--- src/rtl/cmfd_pkg.sv ---
// Shared widths, register indexes, reset values and the CRC-8 step for the CAN frame decoder.
`timescale 1ns / 1ps
`default_nettype none
package cmfd_pkg;

   // Field widths
   localparam int unsigned ID_WIDTH    = 29;
   localparam int unsigned DLC_WIDTH   = 4;
   localparam int unsigned BYTE_WIDTH  = 8;
   localparam int unsigned TERM_WIDTH  = 16;
   localparam int unsigned KIND_WIDTH  = 2;
   localparam int unsigned INDEX_WIDTH = 3;

   // Only full eight-byte frames are accepted
   localparam logic [DLC_WIDTH-1:0] FRAME_DLC = 4'd8;

   // Control register indexes
   localparam logic [INDEX_WIDTH-1:0] REG_PROTOCOL_VERSION   = 3'd0;
   localparam logic [INDEX_WIDTH-1:0] REG_SAFE_BASE_ID       = 3'd1;
   localparam logic [INDEX_WIDTH-1:0] REG_VOTE_REQUEST_BASE  = 3'd2;
   localparam logic [INDEX_WIDTH-1:0] REG_VOTE_GRANT_BASE    = 3'd3;
   localparam logic [INDEX_WIDTH-1:0] REG_HEARTBEAT_BASE_ID  = 3'd4;
   localparam logic [INDEX_WIDTH-1:0] REG_NODE_LIMIT         = 3'd5;
   localparam logic [INDEX_WIDTH-1:0] REG_ROLE_LIMIT         = 3'd6;
   localparam logic [INDEX_WIDTH-1:0] REG_NODE_STATE_LIMIT   = 3'd7;

   // Reset values of the control registers
   localparam logic [BYTE_WIDTH-1:0] RST_PROTOCOL_VERSION  = 8'd1;
   localparam logic [ID_WIDTH-1:0]   RST_SAFE_BASE_ID      = 29'd256;
   localparam logic [ID_WIDTH-1:0]   RST_VOTE_REQUEST_BASE = 29'd512;
   localparam logic [ID_WIDTH-1:0]   RST_VOTE_GRANT_BASE   = 29'd768;
   localparam logic [ID_WIDTH-1:0]   RST_HEARTBEAT_BASE_ID = 29'd1792;
   localparam logic [BYTE_WIDTH-1:0] RST_NODE_LIMIT        = 8'd16;
   localparam logic [BYTE_WIDTH-1:0] RST_ROLE_LIMIT        = 8'd2;
   localparam logic [BYTE_WIDTH-1:0] RST_NODE_STATE_LIMIT  = 8'd3;

   // Message kinds
   localparam logic [KIND_WIDTH-1:0] KIND_HEARTBEAT    = 2'd0;
   localparam logic [KIND_WIDTH-1:0] KIND_VOTE_GRANT   = 2'd1;
   localparam logic [KIND_WIDTH-1:0] KIND_VOTE_REQUEST = 2'd2;
   localparam logic [KIND_WIDTH-1:0] KIND_SAFE         = 2'd3;

   // CRC-8, polynomial 0x1D, MSB first
   localparam logic [BYTE_WIDTH-1:0] CRC_POLY   = 8'h1D;
   localparam logic [BYTE_WIDTH-1:0] CRC_INIT   = 8'hFF;
   localparam logic [BYTE_WIDTH-1:0] CRC_XOROUT = 8'hFF;

   // One byte through the CRC register; flattens to an XOR network
   function automatic logic [BYTE_WIDTH-1:0] crc8_byte(input logic [BYTE_WIDTH-1:0] crc,
                                                        input logic [BYTE_WIDTH-1:0] data);
      logic [BYTE_WIDTH-1:0] c;
      c = crc ^ data;
      for (int b = 0; b < BYTE_WIDTH; b++) begin
         if (c[BYTE_WIDTH-1]) begin
            c = {c[BYTE_WIDTH-2:0], 1'b0} ^ CRC_POLY;
         end else begin
            c = {c[BYTE_WIDTH-2:0], 1'b0};
         end
      end
      return c;
   endfunction

endpackage
`default_nettype wire

--- src/rtl/can_message_frame_decoder.sv ---
// CAN frame checker and decoder: range classification, CRC-8 and bound checks.
//
// Usage:
//  - req_* channel: one received frame per word (identifier, length code and
//    the eight payload bytes as separate fields), valid/ready handshake.
//  - rsp_* channel: one result word per frame, accept flag plus unpacked
//    fields; every field but rsp_accepted is zero for a rejected frame.
//  - csr_* channel: register writes (index, data), always ready. Write only
//    while no frame is in flight.
// The frame is registered in the input register when req is accepted, checked
// by one pass of combinational logic (four range subtractors, a seven-byte
// CRC-8 XOR network, byte compares) and the result is registered in the result
// register, which drives rsp_valid. Throughput is one frame per cycle while the
// receiver takes results; the input register and the result register each
// advance whenever the stage after them is free.
// When the receiver stalls, the result stays put, the input register fills
// and then req_ready drops; nothing is lost.
// Reset empties both stages and loads the register reset values.
`timescale 1ns / 1ps
`default_nettype none
module can_message_frame_decoder (
   input  wire logic                                 clock,
   input  wire logic                                 reset,
   // frame input
   input  wire logic                                 req_valid,
   output      logic                                 req_ready,
   input  wire logic [cmfd_pkg::ID_WIDTH-1:0]        req_can_id,
   input  wire logic [cmfd_pkg::DLC_WIDTH-1:0]       req_dlc,
   input  wire logic [cmfd_pkg::BYTE_WIDTH-1:0]      req_version_byte,
   input  wire logic [cmfd_pkg::BYTE_WIDTH-1:0]      req_src_byte,
   input  wire logic [cmfd_pkg::BYTE_WIDTH-1:0]      req_role_byte,
   input  wire logic [cmfd_pkg::BYTE_WIDTH-1:0]      req_state_byte,
   input  wire logic [cmfd_pkg::BYTE_WIDTH-1:0]      req_term_low,
   input  wire logic [cmfd_pkg::BYTE_WIDTH-1:0]      req_term_high,
   input  wire logic [cmfd_pkg::BYTE_WIDTH-1:0]      req_arg_byte,
   input  wire logic [cmfd_pkg::BYTE_WIDTH-1:0]      req_crc_byte,
   // result output
   output      logic                                 rsp_valid,
   input  wire logic                                 rsp_ready,
   output      logic                                 rsp_accepted,
   output      logic [cmfd_pkg::KIND_WIDTH-1:0]      rsp_msg_kind,
   output      logic [cmfd_pkg::BYTE_WIDTH-1:0]      rsp_version_out,
   output      logic [cmfd_pkg::BYTE_WIDTH-1:0]      rsp_source_node,
   output      logic [cmfd_pkg::BYTE_WIDTH-1:0]      rsp_node_role,
   output      logic [cmfd_pkg::BYTE_WIDTH-1:0]      rsp_sender_state,
   output      logic [cmfd_pkg::TERM_WIDTH-1:0]      rsp_term,
   output      logic [cmfd_pkg::BYTE_WIDTH-1:0]      rsp_argument,
   // register writes
   input  wire logic                                 csr_valid,
   output      logic                                 csr_ready,
   input  wire logic [cmfd_pkg::INDEX_WIDTH-1:0]     csr_index,
   input  wire logic [cmfd_pkg::ID_WIDTH-1:0]        csr_data
);

   localparam int unsigned IW = cmfd_pkg::ID_WIDTH;
   localparam int unsigned BW = cmfd_pkg::BYTE_WIDTH;

   // control registers
   logic [BW-1:0] protocol_version_ff;
   logic [IW-1:0] safe_base_ff;
   logic [IW-1:0] vote_request_base_ff;
   logic [IW-1:0] vote_grant_base_ff;
   logic [IW-1:0] heartbeat_base_ff;
   logic [BW-1:0] node_limit_ff;
   logic [BW-1:0] role_limit_ff;
   logic [BW-1:0] node_state_limit_ff;

   // input stage
   logic                             in_valid_ff;
   logic [IW-1:0]                    can_id_ff;
   logic [cmfd_pkg::DLC_WIDTH-1:0]   dlc_ff;
   logic [BW-1:0]                    version_ff;
   logic [BW-1:0]                    src_ff;
   logic [BW-1:0]                    role_ff;
   logic [BW-1:0]                    state_ff;
   logic [BW-1:0]                    term_low_ff;
   logic [BW-1:0]                    term_high_ff;
   logic [BW-1:0]                    arg_ff;
   logic [BW-1:0]                    crc_ff;

   // result stage
   logic                             out_valid_ff;
   logic                             accepted_ff, accepted_in;
   logic [cmfd_pkg::KIND_WIDTH-1:0]  kind_ff, kind_in;
   logic [BW-1:0]                    version_out_ff, version_out_in;
   logic [BW-1:0]                    source_ff, source_in;
   logic [BW-1:0]                    role_out_ff, role_out_in;
   logic [BW-1:0]                    state_out_ff, state_out_in;
   logic [cmfd_pkg::TERM_WIDTH-1:0]  term_ff, term_in;
   logic [BW-1:0]                    argument_ff, argument_in;

   // handshake
   logic out_load;
   logic in_load;

   assign out_load  = !out_valid_ff || rsp_ready;
   assign req_ready = !in_valid_ff || out_load;
   assign in_load   = req_valid && req_ready;
   assign csr_ready = 1'b1;

   // register writes
   always_ff @(posedge clock) begin
      if (reset) begin
         protocol_version_ff  <= cmfd_pkg::RST_PROTOCOL_VERSION;
         safe_base_ff         <= cmfd_pkg::RST_SAFE_BASE_ID;
         vote_request_base_ff <= cmfd_pkg::RST_VOTE_REQUEST_BASE;
         vote_grant_base_ff   <= cmfd_pkg::RST_VOTE_GRANT_BASE;
         heartbeat_base_ff    <= cmfd_pkg::RST_HEARTBEAT_BASE_ID;
         node_limit_ff        <= cmfd_pkg::RST_NODE_LIMIT;
         role_limit_ff        <= cmfd_pkg::RST_ROLE_LIMIT;
         node_state_limit_ff  <= cmfd_pkg::RST_NODE_STATE_LIMIT;
      end else if (csr_valid && csr_ready) begin
         unique case (csr_index)
            cmfd_pkg::REG_PROTOCOL_VERSION:  protocol_version_ff  <= csr_data[BW-1:0];
            cmfd_pkg::REG_SAFE_BASE_ID:      safe_base_ff         <= csr_data;
            cmfd_pkg::REG_VOTE_REQUEST_BASE: vote_request_base_ff <= csr_data;
            cmfd_pkg::REG_VOTE_GRANT_BASE:   vote_grant_base_ff   <= csr_data;
            cmfd_pkg::REG_HEARTBEAT_BASE_ID: heartbeat_base_ff    <= csr_data;
            cmfd_pkg::REG_NODE_LIMIT:        node_limit_ff        <= csr_data[BW-1:0];
            cmfd_pkg::REG_ROLE_LIMIT:        role_limit_ff        <= csr_data[BW-1:0];
            cmfd_pkg::REG_NODE_STATE_LIMIT:  node_state_limit_ff  <= csr_data[BW-1:0];
            default: ;
         endcase
      end
   end

   // input register
   always_ff @(posedge clock) begin
      if (reset) begin
         in_valid_ff <= 1'b0;
      end else if (req_ready) begin
         in_valid_ff <= req_valid;
      end
   end

   always_ff @(posedge clock) begin
      if (in_load) begin
         can_id_ff    <= req_can_id;
         dlc_ff       <= req_dlc;
         version_ff   <= req_version_byte;
         src_ff       <= req_src_byte;
         role_ff      <= req_role_byte;
         state_ff     <= req_state_byte;
         term_low_ff  <= req_term_low;
         term_high_ff <= req_term_high;
         arg_ff       <= req_arg_byte;
         crc_ff       <= req_crc_byte;
      end
   end

   // range offsets: id - base with a borrow bit on top
   logic [IW:0] hb_diff, vg_diff, vr_diff, sf_diff;
   logic        hb_hit, vg_hit, vr_hit, sf_hit;

   assign hb_diff = {1'b0, can_id_ff} - {1'b0, heartbeat_base_ff};
   assign vg_diff = {1'b0, can_id_ff} - {1'b0, vote_grant_base_ff};
   assign vr_diff = {1'b0, can_id_ff} - {1'b0, vote_request_base_ff};
   assign sf_diff = {1'b0, can_id_ff} - {1'b0, safe_base_ff};

   // hit when 1 <= id - base <= node limit
   assign hb_hit = (hb_diff[IW:BW] == '0) && (hb_diff[BW-1:0] != '0)
                   && (hb_diff[BW-1:0] <= node_limit_ff);
   assign vg_hit = (vg_diff[IW:BW] == '0) && (vg_diff[BW-1:0] != '0)
                   && (vg_diff[BW-1:0] <= node_limit_ff);
   assign vr_hit = (vr_diff[IW:BW] == '0) && (vr_diff[BW-1:0] != '0)
                   && (vr_diff[BW-1:0] <= node_limit_ff);
   assign sf_hit = (sf_diff[IW:BW] == '0) && (sf_diff[BW-1:0] != '0)
                   && (sf_diff[BW-1:0] <= node_limit_ff);

   // first hit wins, heartbeat first
   logic                            id_hit;
   logic [cmfd_pkg::KIND_WIDTH-1:0] kind_sel;
   logic [BW-1:0]                   offset_sel;

   always_comb begin
      id_hit     = 1'b1;
      kind_sel   = cmfd_pkg::KIND_HEARTBEAT;
      offset_sel = '0;
      priority if (hb_hit) begin
         offset_sel = hb_diff[BW-1:0];
      end else if (vg_hit) begin
         kind_sel   = cmfd_pkg::KIND_VOTE_GRANT;
         offset_sel = vg_diff[BW-1:0];
      end else if (vr_hit) begin
         kind_sel   = cmfd_pkg::KIND_VOTE_REQUEST;
         offset_sel = vr_diff[BW-1:0];
      end else if (sf_hit) begin
         kind_sel   = cmfd_pkg::KIND_SAFE;
         offset_sel = sf_diff[BW-1:0];
      end else begin
         id_hit = 1'b0;
      end
   end

   // CRC-8 over payload bytes 0 to 6
   logic [BW-1:0] crc_calc;

   always_comb begin
      crc_calc = cmfd_pkg::CRC_INIT;
      crc_calc = cmfd_pkg::crc8_byte(crc_calc, version_ff);
      crc_calc = cmfd_pkg::crc8_byte(crc_calc, src_ff);
      crc_calc = cmfd_pkg::crc8_byte(crc_calc, role_ff);
      crc_calc = cmfd_pkg::crc8_byte(crc_calc, state_ff);
      crc_calc = cmfd_pkg::crc8_byte(crc_calc, term_low_ff);
      crc_calc = cmfd_pkg::crc8_byte(crc_calc, term_high_ff);
      crc_calc = cmfd_pkg::crc8_byte(crc_calc, arg_ff);
      crc_calc = crc_calc ^ cmfd_pkg::CRC_XOROUT;
   end

   // all checks, then zero the fields of a rejected frame
   logic frame_ok;

   assign frame_ok = id_hit
                     && (dlc_ff == cmfd_pkg::FRAME_DLC)
                     && (version_ff == protocol_version_ff)
                     && (crc_ff == crc_calc)
                     && (src_ff == offset_sel)
                     && (src_ff != '0)
                     && (src_ff <= node_limit_ff)
                     && (role_ff <= role_limit_ff)
                     && (state_ff <= node_state_limit_ff);

   always_comb begin
      accepted_in    = frame_ok;
      kind_in        = '0;
      version_out_in = '0;
      source_in      = '0;
      role_out_in    = '0;
      state_out_in   = '0;
      term_in        = '0;
      argument_in    = '0;
      if (frame_ok) begin
         kind_in        = kind_sel;
         version_out_in = version_ff;
         source_in      = src_ff;
         role_out_in    = role_ff;
         state_out_in   = state_ff;
         term_in        = {term_high_ff, term_low_ff};
         argument_in    = arg_ff;
      end
   end

   // result register
   always_ff @(posedge clock) begin
      if (reset) begin
         out_valid_ff <= 1'b0;
      end else if (out_load) begin
         out_valid_ff <= in_valid_ff;
      end
   end

   always_ff @(posedge clock) begin
      if (out_load && in_valid_ff) begin
         accepted_ff    <= accepted_in;
         kind_ff        <= kind_in;
         version_out_ff <= version_out_in;
         source_ff      <= source_in;
         role_out_ff    <= role_out_in;
         state_out_ff   <= state_out_in;
         term_ff        <= term_in;
         argument_ff    <= argument_in;
      end
   end

   assign rsp_valid        = out_valid_ff;
   assign rsp_accepted     = accepted_ff;
   assign rsp_msg_kind     = kind_ff;
   assign rsp_version_out  = version_out_ff;
   assign rsp_source_node  = source_ff;
   assign rsp_node_role    = role_out_ff;
   assign rsp_sender_state = state_out_ff;
   assign rsp_term         = term_ff;
   assign rsp_argument     = argument_ff;

   // checks
   a_reset_empties: assert property (@(posedge clock)
      reset |=> !in_valid_ff && !out_valid_ff)
      else $error("pipeline not empty after reset");

   a_accept_fills_input: assert property (@(posedge clock) disable iff (reset)
      in_load |=> in_valid_ff)
      else $error("accepted frame missing from input register");

   a_input_held_on_stall: assert property (@(posedge clock) disable iff (reset)
      in_valid_ff && !out_load |=> in_valid_ff && $stable(can_id_ff))
      else $error("input register lost a frame while result stalled");

   a_reject_zeroes: assert property (@(posedge clock) disable iff (reset)
      rsp_valid && !rsp_accepted |-> rsp_msg_kind == '0 && rsp_term == '0
         && rsp_version_out == '0 && rsp_source_node == '0 && rsp_argument == '0
         && rsp_node_role == '0 && rsp_sender_state == '0)
      else $error("rejected frame carries non-zero fields");

   a_accept_has_source: assert property (@(posedge clock) disable iff (reset)
      rsp_valid && rsp_accepted |-> rsp_source_node != '0)
      else $error("accepted frame with source node zero");

endmodule
`default_nettype wire
--- config.mk ---
export PLATFORM = sky130hd
export DESIGN_NAME = can_message_frame_decoder
export DESIGN_NICKNAME = d
export VERILOG_FILES = /design/src/rtl/cmfd_pkg.sv /design/src/rtl/can_message_frame_decoder.sv
export SDC_FILE = /design/constraint.sdc
export NUM_CORES = 1
export LEC_CHECK = 0
export BUFFER_PORTS_ARGS = -buffer_cell sky130_fd_sc_hd__buf_2
export CAP_MARGIN = 10
export CELL_PAD_IN_SITES_DETAIL_PLACEMENT = 0
export CELL_PAD_IN_SITES_GLOBAL_PLACEMENT = 1
export CORE_UTILIZATION = 30
export CTS_CLUSTER_SIZE = 8
export DETAILED_ROUTE_END_ITERATION = 8
export GPL_ROUTABILITY_DRIVEN = 0
export PLACE_DENSITY_LB_ADDON = 0.1
export SYNTH_ARGS = -nofsm -noshare
export SYNTH_HDL_FRONTEND = slang
export SYNTH_SLANG_ARGS = --single-unit
export TNS_END_PERCENT = 100
--- constraint.sdc ---
create_clock -name clock -period 8.7 [get_ports clock]
set_input_delay 0.435 -clock clock [delete_from_list [all_inputs] [get_ports clock]]
set_output_delay 0.435 -clock clock [all_outputs]
set_load 0.02 [all_outputs]
* Word level (Yosys, flattened, before mapping)
Index checks and enable logic that the tools add are counted. W data, S select, Z words.
Storage, ports and cells: register bits 306, bits of input ports 134, output and inout port bits 62, word-level logic and storage cells 225
Cells by class: add/sub/neg operators 4, order comparisons 7, equal/unequal tests 11, multiplexer cells 67, bitwise gates (word level) 65, reduce and logical (&&, ||, !) cells 42
Operators by type and width (count):
- $mux W5 | 56
- $not A4 Y4 | 56
- $sub A29 B29 Y30 | 4
- $logic_not A22 Y1 | 4
- $le A8 B8 Y1 | 7
- $xor A8 B8 Y8 | 6
- $reduce_bool A8 Y1 | 5
- $mux W8 | 4
- $eq A8 B8 Y1 | 3
- $logic_and A1 B1 Y1 | 18
- $not A8 Y8 | 2
- $reduce_and A2 Y1 | 8
- $eq A3 B3 Y1 const B | 4
- $eq A3 B2 Y1 const B | 2
- $mux W1 | 5
- $eq A4 B4 Y1 const B | 1
- $mux W2 | 2
- $eq A3 B1 Y1 const B | 1
- $logic_not A3 Y1 | 1
- $reduce_or A3 Y1 | 1
- $logic_not A1 Y1 | 2
- $logic_or A1 B1 Y1 | 2
- $reduce_or A2 Y1 | 1
- $not A1 Y1 | 1

* Depth between registers and ports, before layout
depth after elaboration 129, mapped depth 29, depth with buffers taken out 27

* Least setup slack after synthesis
Ideal clock, no wire load.
path kind reg-to-reg, start register can_id_ff[1], end register source_ff[4], in the netlist rsp_source_node[4] (data pin), data arrival time 6.019 ns, slack 2.510 ns, cell stages (with the launch flop) 29, buffers on the path 3, clock period less this slack 6.190 ns, path through edfxtp_1 -> ha_1 -> nor2b_1 -> o21ai_0 -> a21boi_0 -> o21ai_0 -> a21boi_0 -> o21a_1 -> nor2_1 -> xnor2_1 -> inv_1 -> ha_1 -> nand3_1 -> nor2_1 -> nand2_1 -> a2111oi_0 -> nand3_1 -> a2111oi_0 -> o2111ai_1 -> or4_1 -> or4_1 -> clkbuf_1 -> o21a_1 -> a22oi_1 -> xor2_1 -> nand4_1 -> buf_2 -> dlygate4sd1_1 -> nor4_2
On the way: longest elaborated chain between the ends 16
RTL lines:
- start, declared | RTL line can_message_frame_decoder.sv:70 | logic [IW-1:0] can_id_ff;
- start signal, assigned | RTL line can_message_frame_decoder.sv:138 | can_id_ff <= req_can_id;
- branches (longest 11 deep; another with $sub A29 B29 Y30)
- $logic_and A1 B1 Y1 (*) | RTL line can_message_frame_decoder.sv:217 | && (src_ff == offset_sel)
- $logic_and A1 B1 Y1 (*) | RTL line can_message_frame_decoder.sv:218 | && (src_ff != '0)
- $logic_and A1 B1 Y1 (*) | RTL line can_message_frame_decoder.sv:219 | && (src_ff <= node_limit_ff)
- $logic_and A1 B1 Y1 (*) | RTL line can_message_frame_decoder.sv:220 | && (role_ff <= role_limit_ff)
- $logic_and A1 B1 Y1 (*) | RTL line can_message_frame_decoder.sv:221 | && (state_ff <= node_state_limit_ff);
- end signal, assigned | RTL line can_message_frame_decoder.sv:257 | source_ff <= source_in;
- end, declared | RTL line can_message_frame_decoder.sv:86 | logic [BW-1:0] source_ff, source_in;
Mark *: on every way between the ends. A chain may end at the register's enable or synchronous reset.

* Final worst setup path
start register can_id_ff[1], end register argument_ff[1], in the netlist rsp_argument[1] (data pin)
On the way: longest elaborated chain between the ends 16
RTL lines:
- branches (longest 11 deep; another with $sub A29 B29 Y30)
- $logic_and A1 B1 Y1 (*) | RTL line can_message_frame_decoder.sv:217
- $logic_and A1 B1 Y1 (*) | RTL line can_message_frame_decoder.sv:218
- $logic_and A1 B1 Y1 (*) | RTL line can_message_frame_decoder.sv:219
- $logic_and A1 B1 Y1 (*) | RTL line can_message_frame_decoder.sv:220
- $logic_and A1 B1 Y1 (*) | RTL line can_message_frame_decoder.sv:221
- end signal, assigned | RTL line can_message_frame_decoder.sv:261 | argument_ff <= argument_in;
- end, declared | RTL line can_message_frame_decoder.sv:90 | logic [BW-1:0] argument_ff, argument_in;
Marks and branches as above.

==> impl_metrics.yaml <==
floorplanning:
  core.rowCount: 97
  start_util: 0.306
  fp.dieW_um: 270
  coreArea_sq_mm: 0.0705
  fp.dieH_um: 270
  die_area_sq_mm: 0.0729
  io_pins: 196
clocking:
  htreeDepth: 2
  cts_sinks: 306
  cts_root_buf: "clkbuf_16"
  worst_skew_pair.late_latency_ns: 0.59
  cts_setup_buffers: 0
  cts_tree: "built"
  path_clk_slew_ns: 0.05
  cts_buffers: 45
  cts_buffer_depth: 3
yosys:
  yosys_warnings: 0
  ys_seq_elements: 306
  ys_seq_area_frac: 0.357
  synth_top_area_frac: 0.217
  synthArstFlopShare: 0
  synthFlopType: "edfxtp_1"
  synth_area_leaders: "edfxtp_1 (22%), dfxtp_1 (14%), ha_1 (10%)"
  synth_edf_count: 156
  synth_cell_type_count: 87
  syn_area_sq_mm: 0.0215
  synth_nets: 2769
  synth_area_leader_cell: "edfxtp_1"
  synthCells: 2459
  syn_area_per_cell_sq_um: 8.76
timing:
  slew-limit-headroom: 0.174
  rsz0062_at_grt: "no"
  finClkSkew_ns: 0.0218
  max_freq_ghz: 0.133
  drv_slew: 0
  worst_slew_pin_slew_ns: 1.24
  hold_viol_final: 0
  setup_viol: 0
  finalSetupTns_ns: 0
  post-route-period-util: 0.861
  fin_crit_ns: 7.49
global_route:
  grt_max_degree: 73
  grt_pass1_vias: 18000
  grt_usage: 0.213
  antenna_found_initial: 6
  overflow: 0
  grt_pass1_wl_mm: 117
critical_path:
  slowest_stage: "a2111oi_0"
  cp-start-kind: "register"
  startpoint: "can_id_ff[1]"
  reg2reg_slack_ns: 1.21
  crit_type: "reg -> reg"
  required_ns: 9.08
  reg2reg_depth: 27
  end_kind: "register"
  crit_top_cell: "nor2_1"
  critPathMaxStageDelay_ns: 0.68
  reg2reg_to: "rsp_argument[1]"
  critPathMaxFanout: 59
  critPathArrivalTime_ns: 7.87
  reg2reg_from: "can_id_ff[1]"
  critPathCapture: "rsp_argument[1]"
drt:
  route.met2.wl_mm: 35.2
  drc: 0
  wl_met3_mm: 3.92
  drtIter0Drc: 1504
  top_layer: "met5"
  wire_per_inst_um: 21.8
  routedLengthMet1_mm: 37.5
  avgViaCountPerCell: 5.12
  wl_mm: 79.0
  drtPass1Iterations: 5
  ant_nets: 0
  vias: 18600
hold_path:
  hold_path_depth: 1
  hold_path_class: "in -> reg"
cells_and_area:
  final_cell_mix: "nand2_1 (427), a21oi_1 (244), inv_1 (210), buf_2 (193), ha_1 (172)"
  nNetsFinal: 2960
  syn2layout_area_growth_pct: 16.5
  drive_above_1_share: 0.125
  layout_commonest_cell: "nand2_1"
job:
  cap_violations: 0
status:
  status: "finished clean"
placed_design:
  hpwl_mm: 60.8
  port_buffers: 194
-- final cells by class --
cell class,count,area [sq um]
sequential,306,7690
multi-input combinational,1842,12600
tap,940,1180
fill,7358,45400
clock inverter,3,66.3
timing repair buffer,245,1430
antenna,1,2.50
inverter,210,788
clock buffer,78,1310
-- sequential cells by signal, indices dropped and copies added, names as in the netlist, 16 cells and up --
| register | count |
|---|---|
| rsp_term | 16 |
| can_id_ff | 29 |
| safe_base_ff | 29 |
| vote_grant_base_ff | 29 |
| heartbeat_base_ff | 29 |
| vote_request_base_ff | 29 |
-- worst min-delay path by stage --
stage / startpoint / end / slack [ns]
2_1_floorplan: heartbeat_base_ff[11] / heartbeat_base_ff[11] / 0.44
4_1_cts: req_can_id[21] / can_id_ff[21] / 0.00008
3_5_place_dp: safe_base_ff[1] / safe_base_ff[1] / 0.45
5_1_grt: req_can_id[22] / can_id_ff[22] / 0.0006
6_report: req_can_id[7] / can_id_ff[7] / 0.03
3_3_place_gp: node_limit_ff[6] / node_limit_ff[6] / 0.44
-- worst max-delay path, delay by kind of cell, from the launching register on --
| family | cells | cell delay [ns] |
|---|---|---|
| AND/OR/NAND/NOR | 12 | 2.41 |
| XOR/XNOR | 1 | 0.21 |
| buffers and inverters | 3 | 0.66 |
| flip-flops | 1 | 0.56 |
| adder cells (fa/ha/maj) | 2 | 0.64 |
| AO/OA/AOI/OAI | 9 | 2.65 |
-- per-layer routing --
layer | track usage | vias up
li1 | - | 9073
met1 | 0.300 | 8843
met2 | 0.335 | 549
met3 | 0.0294 | 108
met4 | 0.0659 | 2
met5 | 0 | -
-- synth_stat cells (8+ instances only) --
| cell | instances |
|---|---|
| a2111oi_0 | 8 |
| a211o_1 | 9 |
| a211oi_1 | 17 |
| a21boi_0 | 11 |
| a21o_1 | 55 |
| a21oi_1 | 244 |
| a31oi_1 | 10 |
| and3_1 | 23 |
| buf_4 | 9 |
| clkbuf_1 | 69 |
| clkbuf_2 | 8 |
| dfxtp_1 | 150 |
| edfxtp_1 | 156 |
| ha_1 | 172 |
| inv_1 | 210 |
| mux2i_1 | 11 |
| nand2_1 | 429 |
| nand2b_1 | 28 |
| nand3_1 | 33 |
| nand3b_1 | 10 |
| nand4_1 | 31 |
| nor2_1 | 108 |
| nor2b_1 | 35 |
| nor3_1 | 22 |
| nor4_1 | 68 |
| nor4_2 | 10 |
| o2111ai_1 | 10 |
| o211ai_1 | 10 |
| o21a_1 | 23 |
| o21ai_0 | 90 |
| o21bai_1 | 10 |
| or3_1 | 9 |
| xnor2_1 | 126 |
| xnor2_2 | 17 |
| xnor3_1 | 19 |
| xor2_1 | 55 |
-- kinds of logic after synthesis --
| group | synth area share |
|---|---|
| simple gates | 0.192 |
| compound gates | 0.164 |
| buf+inv | 0.0592 |
| flops | 0.357 |
| xor+xnor | 0.119 |
| fa+ha+maj | 0.104 |
| mux | 0.00563 |
| other cells | 0.000174 |
-- metrics by stage --
step	setup WS, ns	utilization	hold WS [ns]	instance area (sq um)	cells
2_1_floorplan	2.51	-	0.436	21500	2459
3_3_place_gp	1.56	0.332	0.443	23400	3513
3_5_place_dp	1.32	0.332	0.447	23400	3513
4_1_cts	1.31	0.356	0.0000752	25100	3622
5_1_grt	0.731	0.356	0.000570	25100	3625
6_report	1.21	0.356	0.0292	25100	3625
-- repair_timing --
| action | CTS | global route |
|---|---|---|
| gates resized for setup | 0 | 0 |
| hold buffers | 28 | 2 |
| endpoints found under the hold margin | 28 | 2 |
Power is not shown: default switching activity piles up to over one toggle a cycle in this logic, so the estimate is an artifact.
